## src/rtl/brrc_pkg.sv

```systemverilog
package brrc_pkg;

    // Sizing of the admission engine
    localparam int PROCESSES = 8;
    localparam int RESOURCES = 4;
    localparam int UNIT_BITS = 8;

    // Transaction field widths
    localparam int FUNC_W   = 3;
    localparam int PROC_W   = 3;
    localparam int RES_W    = 2;
    localparam int AMT_W    = 8;
    localparam int STATUS_W = 3;

    // Derived widths
    localparam int CELLS  = PROCESSES * RESOURCES;
    localparam int CELL_W = (CELLS > 1) ? $clog2(CELLS) : 1;
    localparam int RIDX_W = (RESOURCES > 1) ? $clog2(RESOURCES) : 1;
    localparam int PIDX_W = (PROCESSES > 1) ? $clog2(PROCESSES) : 1;
    localparam int NEED_W = UNIT_BITS + 1;
    localparam int WORK_W = UNIT_BITS + $clog2(PROCESSES + 1);
    localparam int AN_W   = UNIT_BITS + NEED_W;

    typedef logic [UNIT_BITS-1:0]        t_unit;
    typedef logic signed [NEED_W-1:0]    t_need;
    typedef logic [WORK_W-1:0]           t_work;
    typedef logic [CELL_W-1:0]           t_cell;
    typedef logic [RIDX_W-1:0]           t_ridx;
    typedef logic [PIDX_W-1:0]           t_pidx;
    typedef logic [STATUS_W-1:0]         t_status;

    // Function codes
    localparam logic [FUNC_W-1:0] FN_AVAIL = 3'd0;
    localparam logic [FUNC_W-1:0] FN_MAX   = 3'd1;
    localparam logic [FUNC_W-1:0] FN_ALLOC = 3'd2;
    localparam logic [FUNC_W-1:0] FN_REQ   = 3'd3;
    localparam logic [FUNC_W-1:0] FN_QUERY = 3'd4;

    // Result status codes
    localparam t_status ST_GRANTED = 3'd0;
    localparam t_status ST_REFUSED = 3'd1;
    localparam t_status ST_ROLLED  = 3'd2;
    localparam t_status ST_SAFE    = 3'd3;
    localparam t_status ST_UNSAFE  = 3'd4;

    // Table address of one process and resource
    function automatic t_cell cell_idx(input t_pidx p, input t_ridx r);
        int idx;
        idx = int'(p) * RESOURCES + int'(r);
        return CELL_W'(idx);
    endfunction

    // Keep an amount field to the unit width
    function automatic t_unit to_unit(input logic [AMT_W-1:0] amount);
        logic [AMT_W+UNIT_BITS-1:0] ext;
        ext = {{UNIT_BITS{1'b0}}, amount};
        return ext[UNIT_BITS-1:0];
    endfunction

endpackage

```

## src/rtl/banker_resource_request_check.sv

```systemverilog
// Banker's algorithm admission engine. One transaction is taken at a time
// (o_in_stall is high while one is at work). Available-unit, max-need and
// request-element loads are taken without leaving S_IDLE; an allocation
// load passes through S_ALLOC, since its need entry is computed from the
// stored maximum. A deciding request element reads the process row through
// the registered read (S_CHK), writes the tentative row back (S_APPLY), then
// runs the safety check; a refused request ends after the row read. The safety
// check streams the allocation/need table through its single read port at
// one cell per cycle, so one pass covers PROCESSES*RESOURCES cells and a
// check runs up to PROCESSES passes. An unsafe request then restores the row
// (S_RB). Each result waits in S_RES until the output register is free, which
// then holds it under o_out_valid while the block already accepts the next
// transaction. All tables read as zero after reset.
module banker_resource_request_check
    import brrc_pkg::*;
(
    input  logic                i_clk,
    input  logic                i_rst_n,
    input  logic                i_in_valid,
    output logic                o_in_stall,
    input  logic [FUNC_W-1:0]   i_func,
    input  logic [PROC_W-1:0]   i_process,
    input  logic [RES_W-1:0]    i_resource,
    input  logic [AMT_W-1:0]    i_amount,
    input  logic                i_last,
    output logic                o_out_valid,
    input  logic                i_out_stall,
    output logic [STATUS_W-1:0] o_status,
    output logic                o_granted
);

    localparam logic [2:0] S_IDLE  = 3'd0;
    localparam logic [2:0] S_ALLOC = 3'd1;
    localparam logic [2:0] S_CHK   = 3'd2;
    localparam logic [2:0] S_APPLY = 3'd3;
    localparam logic [2:0] S_SCAN  = 3'd4;
    localparam logic [2:0] S_RB    = 3'd5;
    localparam logic [2:0] S_RES   = 3'd6;

    localparam t_ridx R_LAST = RIDX_W'(RESOURCES - 1);
    localparam t_pidx P_LAST = PIDX_W'(PROCESSES - 1);

    // Table memories: max need, and {allocation, need} per cell
    t_unit              mem_max [CELLS];
    logic [AN_W-1:0]    mem_an  [CELLS];
    logic [CELLS-1:0]   r_max_vld, n_max_vld;
    logic [CELLS-1:0]   r_an_vld, n_an_vld;
    t_unit              r_max_q;
    logic               r_max_qv;
    logic [AN_W-1:0]    r_an_q;
    logic               r_an_qv;

    // Memory port controls
    logic               max_we;
    t_cell              max_wa;
    t_unit              max_wd;
    t_cell              max_ra;
    logic               an_we;
    t_cell              an_wa;
    logic [AN_W-1:0]    an_wd;
    logic               an_re;
    t_cell              an_ra;
    t_ridx              iss_res;
    t_pidx              iss_proc;

    // Control and working registers
    logic [2:0]         r_state, n_state;
    t_pidx              r_proc, n_proc;
    t_ridx              r_res, n_res;
    t_unit              r_amt, n_amt;
    logic               r_is_req, n_is_req;
    t_ridx              r_cnt, n_cnt;
    logic               r_iss_end, n_iss_end;
    logic               r_bad, n_bad;
    t_pidx              r_sp, n_sp;
    t_ridx              r_sr, n_sr;
    logic               r_fit, n_fit;
    logic               r_prog, n_prog;
    logic               r_dv;
    t_pidx              r_dproc;
    t_ridx              r_dres;
    t_unit              r_avail [RESOURCES];
    t_unit              n_avail [RESOURCES];
    t_unit              r_req [RESOURCES];
    t_unit              n_req [RESOURCES];
    t_work              r_work [RESOURCES];
    t_work              n_work [RESOURCES];
    t_unit              r_row_alloc [RESOURCES];
    t_unit              n_row_alloc [RESOURCES];
    t_need              r_row_need [RESOURCES];
    t_need              n_row_need [RESOURCES];
    t_unit              r_sc_alloc [RESOURCES];
    t_unit              n_sc_alloc [RESOURCES];
    logic [PROCESSES-1:0] r_fin, n_fin;
    t_status            r_res_status, n_res_status;
    logic               r_out_valid, n_out_valid;
    t_status            r_out_status, n_out_status;
    logic               r_out_granted, n_out_granted;

    // Decoded input and memory data
    logic               in_acc;
    logic               res_ok;
    logic               p_ok;
    t_ridx              in_ri;
    t_pidx              in_pi;
    t_unit              in_unit;
    t_unit              max_val;
    logic [AN_W-1:0]    an_val;
    t_unit              d_alloc;
    t_need              d_need;

    assign o_in_stall  = (r_state != S_IDLE);
    assign in_acc      = i_in_valid && !o_in_stall;
    assign res_ok      = (int'(i_resource) < RESOURCES);
    assign p_ok        = (int'(i_process) < PROCESSES);
    assign in_ri       = RIDX_W'(i_resource);
    assign in_pi       = PIDX_W'(i_process);
    assign in_unit     = to_unit(i_amount);
    assign max_val     = r_max_qv ? r_max_q : '0;
    assign an_val      = r_an_qv ? r_an_q : '0;
    assign d_alloc     = an_val[AN_W-1:NEED_W];
    assign d_need      = t_need'(an_val[NEED_W-1:0]);
    assign max_ra      = cell_idx(in_pi, in_ri);

    assign o_out_valid = r_out_valid;
    assign o_status    = r_out_status;
    assign o_granted   = r_out_granted;

    // Next-state and datapath logic
    always_comb begin
        logic start_scan;
        logic over_need;
        logic over_avail;
        logic bad_now;
        logic fit_now;
        logic take;
        logic prog_now;
        logic [UNIT_BITS+1:0] req_x;
        logic [UNIT_BITS+1:0] need_x;
        logic [WORK_W:0]      need_w;
        logic [WORK_W:0]      work_w;
        t_unit                add;
        t_unit                cur_req;

        start_scan    = 1'b0;
        over_need     = 1'b0;
        over_avail    = 1'b0;
        bad_now       = r_bad;
        fit_now       = r_fit;
        take          = 1'b0;
        prog_now      = r_prog;
        req_x         = '0;
        need_x        = '0;
        need_w        = '0;
        work_w        = '0;
        add           = '0;
        cur_req       = r_req[r_cnt];

        n_state       = r_state;
        n_proc        = r_proc;
        n_res         = r_res;
        n_amt         = r_amt;
        n_is_req      = r_is_req;
        n_cnt         = r_cnt;
        n_iss_end     = r_iss_end;
        n_bad         = r_bad;
        n_sp          = r_sp;
        n_sr          = r_sr;
        n_fit         = r_fit;
        n_prog        = r_prog;
        n_avail       = r_avail;
        n_req         = r_req;
        n_work        = r_work;
        n_row_alloc   = r_row_alloc;
        n_row_need    = r_row_need;
        n_sc_alloc    = r_sc_alloc;
        n_fin         = r_fin;
        n_res_status  = r_res_status;
        n_out_valid   = r_out_valid;
        n_out_status  = r_out_status;
        n_out_granted = r_out_granted;
        n_max_vld     = r_max_vld;
        n_an_vld      = r_an_vld;

        max_we   = 1'b0;
        max_wa   = cell_idx(in_pi, in_ri);
        max_wd   = in_unit;
        an_we    = 1'b0;
        an_wa    = cell_idx(r_proc, r_cnt);
        an_wd    = '0;
        an_re    = 1'b0;
        an_ra    = cell_idx(r_proc, r_cnt);
        iss_res  = r_cnt;
        iss_proc = r_proc;

        // Drop the output transaction once taken
        if (r_out_valid && !i_out_stall) begin
            n_out_valid = 1'b0;
        end

        case (r_state)
            S_IDLE: begin
                if (in_acc) begin
                    case (i_func)
                        FN_AVAIL: begin
                            if (res_ok) begin
                                n_avail[in_ri] = in_unit;
                            end
                        end
                        FN_MAX: begin
                            if (res_ok && p_ok) begin
                                max_we = 1'b1;
                                n_max_vld[max_wa] = 1'b1;
                            end
                        end
                        FN_ALLOC: begin
                            if (res_ok && p_ok) begin
                                n_proc  = in_pi;
                                n_res   = in_ri;
                                n_amt   = in_unit;
                                n_state = S_ALLOC;
                            end
                        end
                        FN_REQ: begin
                            if (res_ok) begin
                                n_req[in_ri] = in_unit;
                            end
                            if (i_last) begin
                                n_is_req = 1'b1;
                                n_proc   = in_pi;
                                if (!p_ok) begin
                                    n_res_status = ST_REFUSED;
                                    n_state      = S_RES;
                                end else begin
                                    n_cnt     = '0;
                                    n_iss_end = 1'b0;
                                    n_bad     = 1'b0;
                                    n_state   = S_CHK;
                                end
                            end
                        end
                        FN_QUERY: begin
                            n_is_req   = 1'b0;
                            start_scan = 1'b1;
                        end
                        default: begin
                        end
                    endcase
                end
            end

            // Write allocation and need from the stored maximum
            S_ALLOC: begin
                an_we = 1'b1;
                an_wa = cell_idx(r_proc, r_res);
                an_wd = {r_amt, t_need'($signed({1'b0, max_val}) - $signed({1'b0, r_amt}))};
                n_an_vld[an_wa] = 1'b1;
                n_state = S_IDLE;
            end

            // Read the process row and test the request against it
            S_CHK: begin
                if (!r_iss_end) begin
                    an_re   = 1'b1;
                    an_ra   = cell_idx(r_proc, r_cnt);
                    iss_res = r_cnt;
                    if (r_cnt == R_LAST) begin
                        n_iss_end = 1'b1;
                        n_cnt     = '0;
                    end else begin
                        n_cnt = r_cnt + 1'b1;
                    end
                end
                if (r_dv) begin
                    n_row_alloc[r_dres] = d_alloc;
                    n_row_need[r_dres]  = d_need;
                    req_x      = {2'b00, r_req[r_dres]};
                    need_x     = {d_need[NEED_W-1], d_need};
                    over_need  = $signed(req_x) > $signed(need_x);
                    over_avail = r_req[r_dres] > r_avail[r_dres];
                    bad_now    = r_bad || over_need || over_avail;
                    n_bad      = bad_now;
                    if (r_dres == R_LAST) begin
                        if (bad_now) begin
                            n_res_status = ST_REFUSED;
                            n_state      = S_RES;
                        end else begin
                            for (int r = 0; r < RESOURCES; r++) begin
                                n_avail[r] = r_avail[r] - r_req[r];
                            end
                            n_cnt   = '0;
                            n_state = S_APPLY;
                        end
                    end
                end
            end

            // Write the tentative row back
            S_APPLY: begin
                an_we = 1'b1;
                an_wa = cell_idx(r_proc, r_cnt);
                an_wd = {r_row_alloc[r_cnt] + cur_req,
                         t_need'(r_row_need[r_cnt] - $signed({1'b0, cur_req}))};
                n_an_vld[an_wa] = 1'b1;
                if (r_cnt == R_LAST) begin
                    n_cnt      = '0;
                    start_scan = 1'b1;
                end else begin
                    n_cnt = r_cnt + 1'b1;
                end
            end

            // Stream the table, one cell per cycle, pass after pass
            S_SCAN: begin
                an_re    = 1'b1;
                an_ra    = cell_idx(r_sp, r_sr);
                iss_res  = r_sr;
                iss_proc = r_sp;
                if (r_sr == R_LAST) begin
                    n_sr = '0;
                    n_sp = (r_sp == P_LAST) ? '0 : r_sp + 1'b1;
                end else begin
                    n_sr = r_sr + 1'b1;
                end
                if (r_dv) begin
                    need_w  = {{(WORK_W + 1 - NEED_W){d_need[NEED_W-1]}}, d_need};
                    work_w  = {1'b0, r_work[r_dres]};
                    fit_now = r_fit && ($signed(need_w) <= $signed(work_w));
                    n_sc_alloc[r_dres] = d_alloc;
                    if (r_dres != R_LAST) begin
                        n_fit = fit_now;
                    end else begin
                        n_fit = 1'b1;
                        take  = fit_now && !r_fin[r_dproc];
                        if (take) begin
                            for (int r = 0; r < RESOURCES; r++) begin
                                add = (r == RESOURCES - 1) ? d_alloc : r_sc_alloc[r];
                                n_work[r] = r_work[r] + WORK_W'(add);
                            end
                            n_fin[r_dproc] = 1'b1;
                        end
                        prog_now = r_prog || take;
                        n_prog   = prog_now;
                        // Close the pass after the last process
                        if (r_dproc == P_LAST) begin
                            n_prog = 1'b0;
                            if (&n_fin) begin
                                n_res_status = r_is_req ? ST_GRANTED : ST_SAFE;
                                n_state      = S_RES;
                            end else if (!prog_now) begin
                                if (r_is_req) begin
                                    for (int r = 0; r < RESOURCES; r++) begin
                                        n_avail[r] = r_avail[r] + r_req[r];
                                    end
                                    n_cnt   = '0;
                                    n_state = S_RB;
                                end else begin
                                    n_res_status = ST_UNSAFE;
                                    n_state      = S_RES;
                                end
                            end
                        end
                    end
                end
            end

            // Restore the original row
            S_RB: begin
                an_we = 1'b1;
                an_wa = cell_idx(r_proc, r_cnt);
                an_wd = {r_row_alloc[r_cnt], r_row_need[r_cnt]};
                n_an_vld[an_wa] = 1'b1;
                if (r_cnt == R_LAST) begin
                    n_cnt        = '0;
                    n_res_status = ST_ROLLED;
                    n_state      = S_RES;
                end else begin
                    n_cnt = r_cnt + 1'b1;
                end
            end

            // Hand the result to the output register when it is free
            S_RES: begin
                if (!r_out_valid || !i_out_stall) begin
                    n_out_valid   = 1'b1;
                    n_out_status  = r_res_status;
                    n_out_granted = (r_res_status == ST_GRANTED) ||
                                    (r_res_status == ST_SAFE);
                    if (r_is_req) begin
                        for (int r = 0; r < RESOURCES; r++) begin
                            n_req[r] = '0;
                        end
                    end
                    n_state = S_IDLE;
                end
            end

            default: begin
                n_state = S_IDLE;
            end
        endcase

        // Load the work vector and clear the finish flags
        if (start_scan) begin
            for (int r = 0; r < RESOURCES; r++) begin
                n_work[r] = WORK_W'(r_avail[r]);
            end
            n_fin   = '0;
            n_sp    = '0;
            n_sr    = '0;
            n_fit   = 1'b1;
            n_prog  = 1'b0;
            n_state = S_SCAN;
        end
    end

    // Table memories with registered read
    always_ff @(posedge i_clk) begin
        if (max_we) begin
            mem_max[max_wa] <= max_wd;
        end
        r_max_q <= mem_max[max_ra];
        if (an_we) begin
            mem_an[an_wa] <= an_wd;
        end
        r_an_q <= mem_an[an_ra];
    end

    // Control state and architectural vectors
    always_ff @(posedge i_clk) begin
        if (!i_rst_n) begin
            r_state     <= S_IDLE;
            r_out_valid <= 1'b0;
            r_max_vld   <= '0;
            r_an_vld    <= '0;
            r_max_qv    <= 1'b0;
            r_an_qv     <= 1'b0;
            r_dv        <= 1'b0;
            r_fin       <= '0;
            r_is_req    <= 1'b0;
            for (int r = 0; r < RESOURCES; r++) begin
                r_avail[r] <= '0;
                r_req[r]   <= '0;
            end
        end else begin
            r_state     <= n_state;
            r_out_valid <= n_out_valid;
            r_max_vld   <= n_max_vld;
            r_an_vld    <= n_an_vld;
            r_max_qv    <= r_max_vld[max_ra];
            r_an_qv     <= r_an_vld[an_ra];
            r_dv        <= an_re;
            r_fin       <= n_fin;
            r_is_req    <= n_is_req;
            r_avail     <= n_avail;
            r_req       <= n_req;
        end
    end

    // Working registers
    always_ff @(posedge i_clk) begin
        r_proc        <= n_proc;
        r_res         <= n_res;
        r_amt         <= n_amt;
        r_cnt         <= n_cnt;
        r_iss_end     <= n_iss_end;
        r_bad         <= n_bad;
        r_sp          <= n_sp;
        r_sr          <= n_sr;
        r_fit         <= n_fit;
        r_prog        <= n_prog;
        r_dproc       <= iss_proc;
        r_dres        <= iss_res;
        r_work        <= n_work;
        r_row_alloc   <= n_row_alloc;
        r_row_need    <= n_row_need;
        r_sc_alloc    <= n_sc_alloc;
        r_res_status  <= n_res_status;
        r_out_status  <= n_out_status;
        r_out_granted <= n_out_granted;
    end

endmodule

```

## config.mk

```make
export PLATFORM = sky130hd
export DESIGN_NAME = banker_resource_request_check
export DESIGN_NICKNAME = d
export VERILOG_FILES = /design/src/rtl/brrc_pkg.sv /design/src/rtl/banker_resource_request_check.sv
export SDC_FILE = /design/constraint.sdc
export NUM_CORES = 2
export LEC_CHECK = 0
export BUFFER_PORTS_ARGS = -buffer_cell sky130_fd_sc_hd__buf_2
export CAP_MARGIN = 5
export CORE_MARGIN = 10
export CORE_UTILIZATION = 60
export DETAILED_ROUTE_END_ITERATION = 10
export PLACE_DENSITY = 0.77
export SYNTH_ARGS = -nofsm -noshare
export SYNTH_HDL_FRONTEND = slang
export SYNTH_SLANG_ARGS = --single-unit
```

## constraint.sdc

```tcl
create_clock -name i_clk -period 7.5 [get_ports i_clk]
set_input_delay 0.75 -clock i_clk [delete_from_list [all_inputs] [get_ports i_clk]]
set_output_delay 0.75 -clock i_clk [all_outputs]
set_load 0.01 [all_outputs]
```

; Yosys cells after proc, flatten, opt, wreduce, memory -nomap -nowiden
; Memory sizes are Yosys's and may differ from the RTL's. A register that Yosys moved wholly into a read port is not among the register bits.
; Cells that the tools add are included.
[op_classes]
mux = 152
order_cmp = 17
reduce_logical = 57
eq_ne = 52
bitwise_logic = 10
shift = 0
n_div = 0
n_mul = 0
n_addsub = 22
[op_table]
columns = op, count
row1 = 2-to-1 mux 32 bit, 15
row2 = 2-to-1 mux 44 bit, 5
row3 = bitwise mux 32 bit, 4
row4 = case mux 32 bit (2 select lines), 2
row5 = 2-to-1 mux 8 bit, 15
row6 = OR 32 bit, 3
row7 = case mux 32 bit (3 select lines), 1
row8 = 2-to-1 mux 3 bit, 26
row9 = binary-select mux 8 bit (select 2 bit), 4
row10 = case mux 17 bit (3 select lines), 1
row11 = adder 12 x 8 -> 12 bit, 4
row12 = adder 8 bit, 5
row13 = inequality test 2 bit (second input constant), 19
row14 = bitwise mux 36 bit, 1
row15 = 2-to-1 mux 2 bit, 18
row16 = AND reduction 12 bit, 3
row17 = inequality test 3 bit (second input constant), 11
row18 = demux 8 bit (select 2 bit), 2
row19 = subtractor 8 bit, 4
row20 = 2-to-1 mux 1 bit, 30
row21 = 2-to-1 mux 9 bit, 3
row22 = binary-select mux 12 bit (select 2 bit), 1
row23 = less-than comparator 5 x 6 -> 1 bit (second input constant), 4
row24 = 2-to-1 mux 12 bit, 2
row25 = 52 further kinds, 127
[totals]
elab_cells = 365
out_inout_bits = 6
reg_bits = 328
ramBits = 800
input_bits = 21
n_memories = 2
romBits = 0
latchBits = 0
[memory_table]
columns = name, depth, word_bits, rd, rd_clocked_by_memory_dff, write_ports, line_no
row1 = mem_an, 32, 17, 1, 1, 1, banker_resource_request_check.sv:45  ; logic [AN_W-1:0] mem_an [CELLS];
row2 = mem_max, 32, 8, 1, 1, 1, banker_resource_request_check.sv:44  ; t_unit mem_max [CELLS];

; Longest topological paths before layout
[logic_depth]
depth_word = 18
ltp_mapped = 16
ltp_nobuf = 13

; Worst setup path after synthesis
; OpenSTA, ideal clock, no wires.
[synth_path]
path_type = flip-flop to flip-flop
from = register r_cnt[0]
to = memory mem_an[0][6] in the netlist's numbering, data pin
setup_slack_ns = 2.463
setup_ns = 0.377
required_ns = 7.123
n_path_buf = 2
stages_incl_launch_ff = 15
t_arrival_ns = 4.660
synth_period_minus_slack_ns = 5.037
path_cell_list = edfxtp_1 buf_1 buf_1 mux4_2 inv_1 ha_1 inv_1 fa_1 a21o_1 a21oi_1 o21ai_0 a21oi_1 xnor2_1 a211o_1 a21oi_1
[synth_via]
elab_chain_len = 6
word_cells_on_any_way = 9
cone_classes = 1 x add/sub / 7 x mux / 1 x bitwise
[synth_rtl]
columns = item, line_no
row1 = start: declaration, banker_resource_request_check.sv:72  ; t_ridx r_cnt, n_cnt;
row2 = start signal: assignment, banker_resource_request_check.sv:465  ; r_cnt <= n_cnt;
row3 = NOT 2 -> 3 bit (not written as such) (*), "banker_resource_request_check.sv:157, banker_resource_request_check.sv:303, banker_resource_request_check.sv:371"
row4 = binary-select mux 9 bit (select 2 bit) or binary-select mux 8 bit (select 2 bit) (tied branches), "banker_resource_request_check.sv:303, banker_resource_request_check.sv:371, banker_resource_request_check.sv:157"
row5 = 2-to-1 mux 9 bit (not written as such) or 2-to-1 mux 8 bit (tied branches) (2 in a row), "banker_resource_request_check.sv:303, banker_resource_request_check.sv:371, banker_resource_request_check.sv:157"
row6 = subtractor 9 bit, banker_resource_request_check.sv:303  ; t_need'(r_row_need[r_cnt] - $signed({1'b0, cur_req}))};
row7 = case mux 17 bit (3 select lines) (*), banker_resource_request_check.sv:201  ; case (r_state)
row8 = named net an_wd[6], banker_resource_request_check.sv:60  ; logic [AN_W-1:0] an_wd;
row9 = end: declaration, banker_resource_request_check.sv:45
; The timed path passes the listed nets; every way through them passes the cells marked *. The select of a mux whose other input is x is not followed.

; Final worst setup path
[layout_path]
from = register r_dres[0]
to = register r_avail[8] in the netlist's numbering
[layout_via]
elab_chain_len = 14
word_cells_on_any_way = 31
cone_classes = 3 x order compare / 7 x eq/ne / 13 x mux / 1 x bitwise / 7 x reduce/logical
[layout_rtl]
columns = item, line_no
row1 = start: declaration, banker_resource_request_check.sv:81  ; t_ridx r_dres;
row2 = start signal: assignment, banker_resource_request_check.sv:473  ; r_dres <= iss_res;
row3 = NOT 2 -> 3 bit (not written as such), "banker_resource_request_check.sv:277, banker_resource_request_check.sv:280, banker_resource_request_check.sv:327"
row4 = binary-select mux 12 bit (select 2 bit), banker_resource_request_check.sv:327  ; work_w = {1'b0, r_work[r_dres]};
row5 = 2-to-1 mux 12 bit (not written as such) (2 in a row), banker_resource_request_check.sv:327
row6 = <= comparator 9 x 13 -> 1 bit, banker_resource_request_check.sv:328  ; fit_now = r_fit && ($signed(need_w) <= $signed(work_w));
row7 = logical AND 1 bit, banker_resource_request_check.sv:328
row8 = logical AND 1 bit, banker_resource_request_check.sv:334  ; take = fit_now && !r_fin[r_dproc];
row9 = 2-to-1 mux 8 bit, banker_resource_request_check.sv:335  ; if (take) begin
row10 = 2-to-1 mux 8 bit, banker_resource_request_check.sv:330  ; if (r_dres != R_LAST) begin
row11 = 2-to-1 mux 8 bit, banker_resource_request_check.sv:325  ; if (r_dv) begin
row12 = 2-to-1 mux 8 bit, banker_resource_request_check.sv:201
row13 = AND reduction 8 bit, banker_resource_request_check.sv:347  ; if (&n_fin) begin
row14 = inequality test 2 bit (no source line), n/a
row15 = AND reduction 12 bit (no source line) (*), n/a
row16 = end signal: assignment, banker_resource_request_check.sv:455  ; r_avail <= n_avail;
row17 = end: declaration, banker_resource_request_check.sv:82  ; t_unit r_avail [RESOURCES];
; Every way passes the cells marked *; elsewhere a longest branch is shown, timed or not. The select of a mux whose other input is x is not followed.
; A chain may end at the register's enable or synchronous reset.

==> results.yml <==
run_status:
  status: "finished clean"
clock_network:
  ctsResizeCount: 0
  cts_tree: "done"
  cts_setup_buffers: 0
  clkLatencyLatePin_ns: 0.70
  cts_sinks: 1145
  htreeDepth: 3
  cts_hold_buf: 0
  cts_buffers: 112
  ctsLongestPathBuffers: 3
  clkSlewWorstSetupHoldPaths_ns: 0.06
  cts_root_buf: "clkbuf_16"
pwr:
  p_leak_nw: 19.4
  power_density_nw_per_um2: 246
  fin_total_pwr_mw: 13.6
  ir_drop_mv: 0.198
routing:
  totalWireLength_um: 127000
  drt_iter0_markers: 4219
  num_vias: 31930
  top_layer_used: "met5"
  drc: 0
  wl_met3_um: 13500
  wl_per_cell_um: 26.1
  drtAntennaViolNets: 0
  dr_wl_met2_um: 59000
  first_pass_iters: 5
  wl_met1_um: 50500
  viasPerCell: 6.53
synthesis:
  ys_types: 76
  avgSynthCellArea_um2: 13.6
  synthCells: 3686
  synth-main-ff-cell: "edfxtp_1"
  synth_area_leaders: "edfxtp_1 57%, dfxtp_1 7.8%, mux4_2 7.1%, nand2_1 3.2%, mux2i_1 3.2%"
  synth_top_area_cell: "edfxtp_1"
  synth-async-reset-ratio_pct: 0
  synthTopCellsByCount: "948 x edfxtp_1, 429 x nand2_1, 403 x nor2_1"
  ys.warnings.count: 0
  synth_edf_count: 948
  syn_nets: 3838
  synth_area_um2: 50300
  yosys_register_bits: 1145
  ys_seq_area_share_pct: 64.5
  synth.most_common_cell: "edfxtp_1"
  synth_top_area_share_pct: 56.6
die:
  dieArea_um2: 95700
  die-width_um: 309
  die_h_um: 309
  row_count: 106
  num_io_pins: 27
  start_util_pct: 60.3
  core_area_um2: 83300
global_routing:
  grt_max_degree: 110
  gr-usage-all-layers_pct: 26.6
  grt_pass1_vias: 31021
  grt_pass1_wl_um: 192000
  antenna_found_initial: 5
  grt-ovfl-total: 0
cells_and_area:
  fillers: 5673
  layout.nets: 3868
  drive_gt1_share_pct: 13.5
  n_antenna_cell: 0
  area_delta_synth_final_pct: 10.3
setup_path:
  worstPathMaxFanout: 34
  crit_buf_inv: 0
  cp-start-kind: "register"
  path_delay_family: "compound AO/OA/AOI/OAI gates"
  slowest_delay_ns: 1.05
  end_kind: "register"
  cp_slowest_cell: "dfxtp_2"
  required_ns: 8.07
  worstPathCellList: "mux4_2, ha_1, o21ai_0, a21oi_1, o41ai_1, a21o_1, a31oi_1, nor3_1, nand2_1, o221a_2"
  path_class: "reg2reg"
  worstPathArrival_ns: 5.41
sta:
  post-route-period-util_pct: 64.6
  rsz0062_at_grt: "no"
  slew_viol_final: 0
  finalClockSkew_ns: 0.0378
  hold_viol: 0
  clock.fmax_mhz: 206
  setup_viol: 0
  worst_pin_slew_ns: 1.20
  slew-limit-headroom_pct: 19.6
  fin_crit_ns: 4.85
  finalSetupTns_ns: 0
place:
  port-buffer-count: 26
  hpwl_um: 77700
  gp_congestion: 0.936
hold_path:
  hold_class: "in2reg"
job:
  max_cap_viol_count: 0
==> per-stage QoR <==
step	worst slack, ns	instances	utilization (%)	hold WS [ns]	area [um2]
after floorplan	2.46	3686	-	0.427	50300
after global routing	2.25	4889	66.5	0.427	55400
after detailed placement	2.69	4682	62.2	0.456	51800
after CTS	2.71	4889	66.5	0.396	55400
final	2.65	4889	66.5	0.432	55400
after global placement	2.83	4682	62.2	0.444	51800
==> path summary, 6_finish.rpt <==
check	from	endpoint	slack, ns	cells after the start
worst min register to register	r_res_status[2]$_SDFFCE_PN0P_	o_status[2]$_DFFE_PP_	0.46	0
worst min-delay path	i_out_stall	o_out_valid$_SDFF_PN0_	0.43	3
worst max-delay path	r_dres[0]$_DFF_P_	r_avail[8]$_SDFFE_PN0P_	2.65	10
worst max register to register	r_dres[0]$_DFF_P_	r_avail[8]$_SDFFE_PN0P_	2.65	10
==> flip-flops by register name, summed over array words and instances, names as in the netlist, 24 cells and up <==
name,count
r_row_need,36
r_sc_alloc,24
r_row_alloc,32
mem_max,256
r_work,48
r_max_vld,32
r_req,32
r_avail,32
r_an_vld,32
mem_an,544
==> cell usage in the layout (no fill, tap or decap), drive strengths merged, types with 78 or more instances in the layout <==
cell type / n
a21oi: 127
and3: 78
buf: 109
clkbuf: 154
dfxtp: 197
edfxtp: 948
ha: 120
inv: 117
mux2i: 159
mux4: 159
nand2: 429
nor2: 404
o21ai: 81
==> kinds of logic (layout without fill, tap and decap cells) <==
logic type	Yosys count	after routing	synth area share [%]
fa+ha+maj	131	131	3.43
simple gates	1113	1113	9.62
xor+xnor	96	96	1.67
compound gates	573	573	8.09
flops	1145	1145	64.5
buf+inv	309	432	2.38
mux	319	319	10.3
==> layer usage <==
| metal | vias up | global-route usage (%) |
|---|---|---|
| li1 | 14024 | - |
| met1 | 15891 | 37.2 |
| met2 | 1710 | 41.2 |
| met3 | 303 | 5.58 |
| met4 | 2 | 9.65 |
| met5 | - | 0 |
==> power breakdown <==
group	internal [mW]	switching, mW	total [mW]	leakage (nW)
Clock	3.15	2.38	5.53	1.77
Sequential	7.00	0.0843	7.09	10.2
Combinational	0.335	0.686	1.02	7.42
Total	10.5	3.15	13.6	19.4
==> tightest hold or removal path, stage by stage <==
cell and delay, ns:
buf_2 0.15, a21oi_1 0.08, nor2_1 0.08
==> area by class of cell <==
type / count / area [um2] / share of cell area, %
clock inverter: 53 / 508 / 0.917
timing repair buffer: 109 / 796 / 1.44
tap: 1080 / 1350 / 2.44
multi-input combinational: 2232 / 16800 / 30.3
inverter: 116 / 445 / 0.804
sequential: 1145 / 32400 / 58.5
clock buffer: 154 / 3090 / 5.58
No activity file was read; power rests on OpenSTA's default activity.
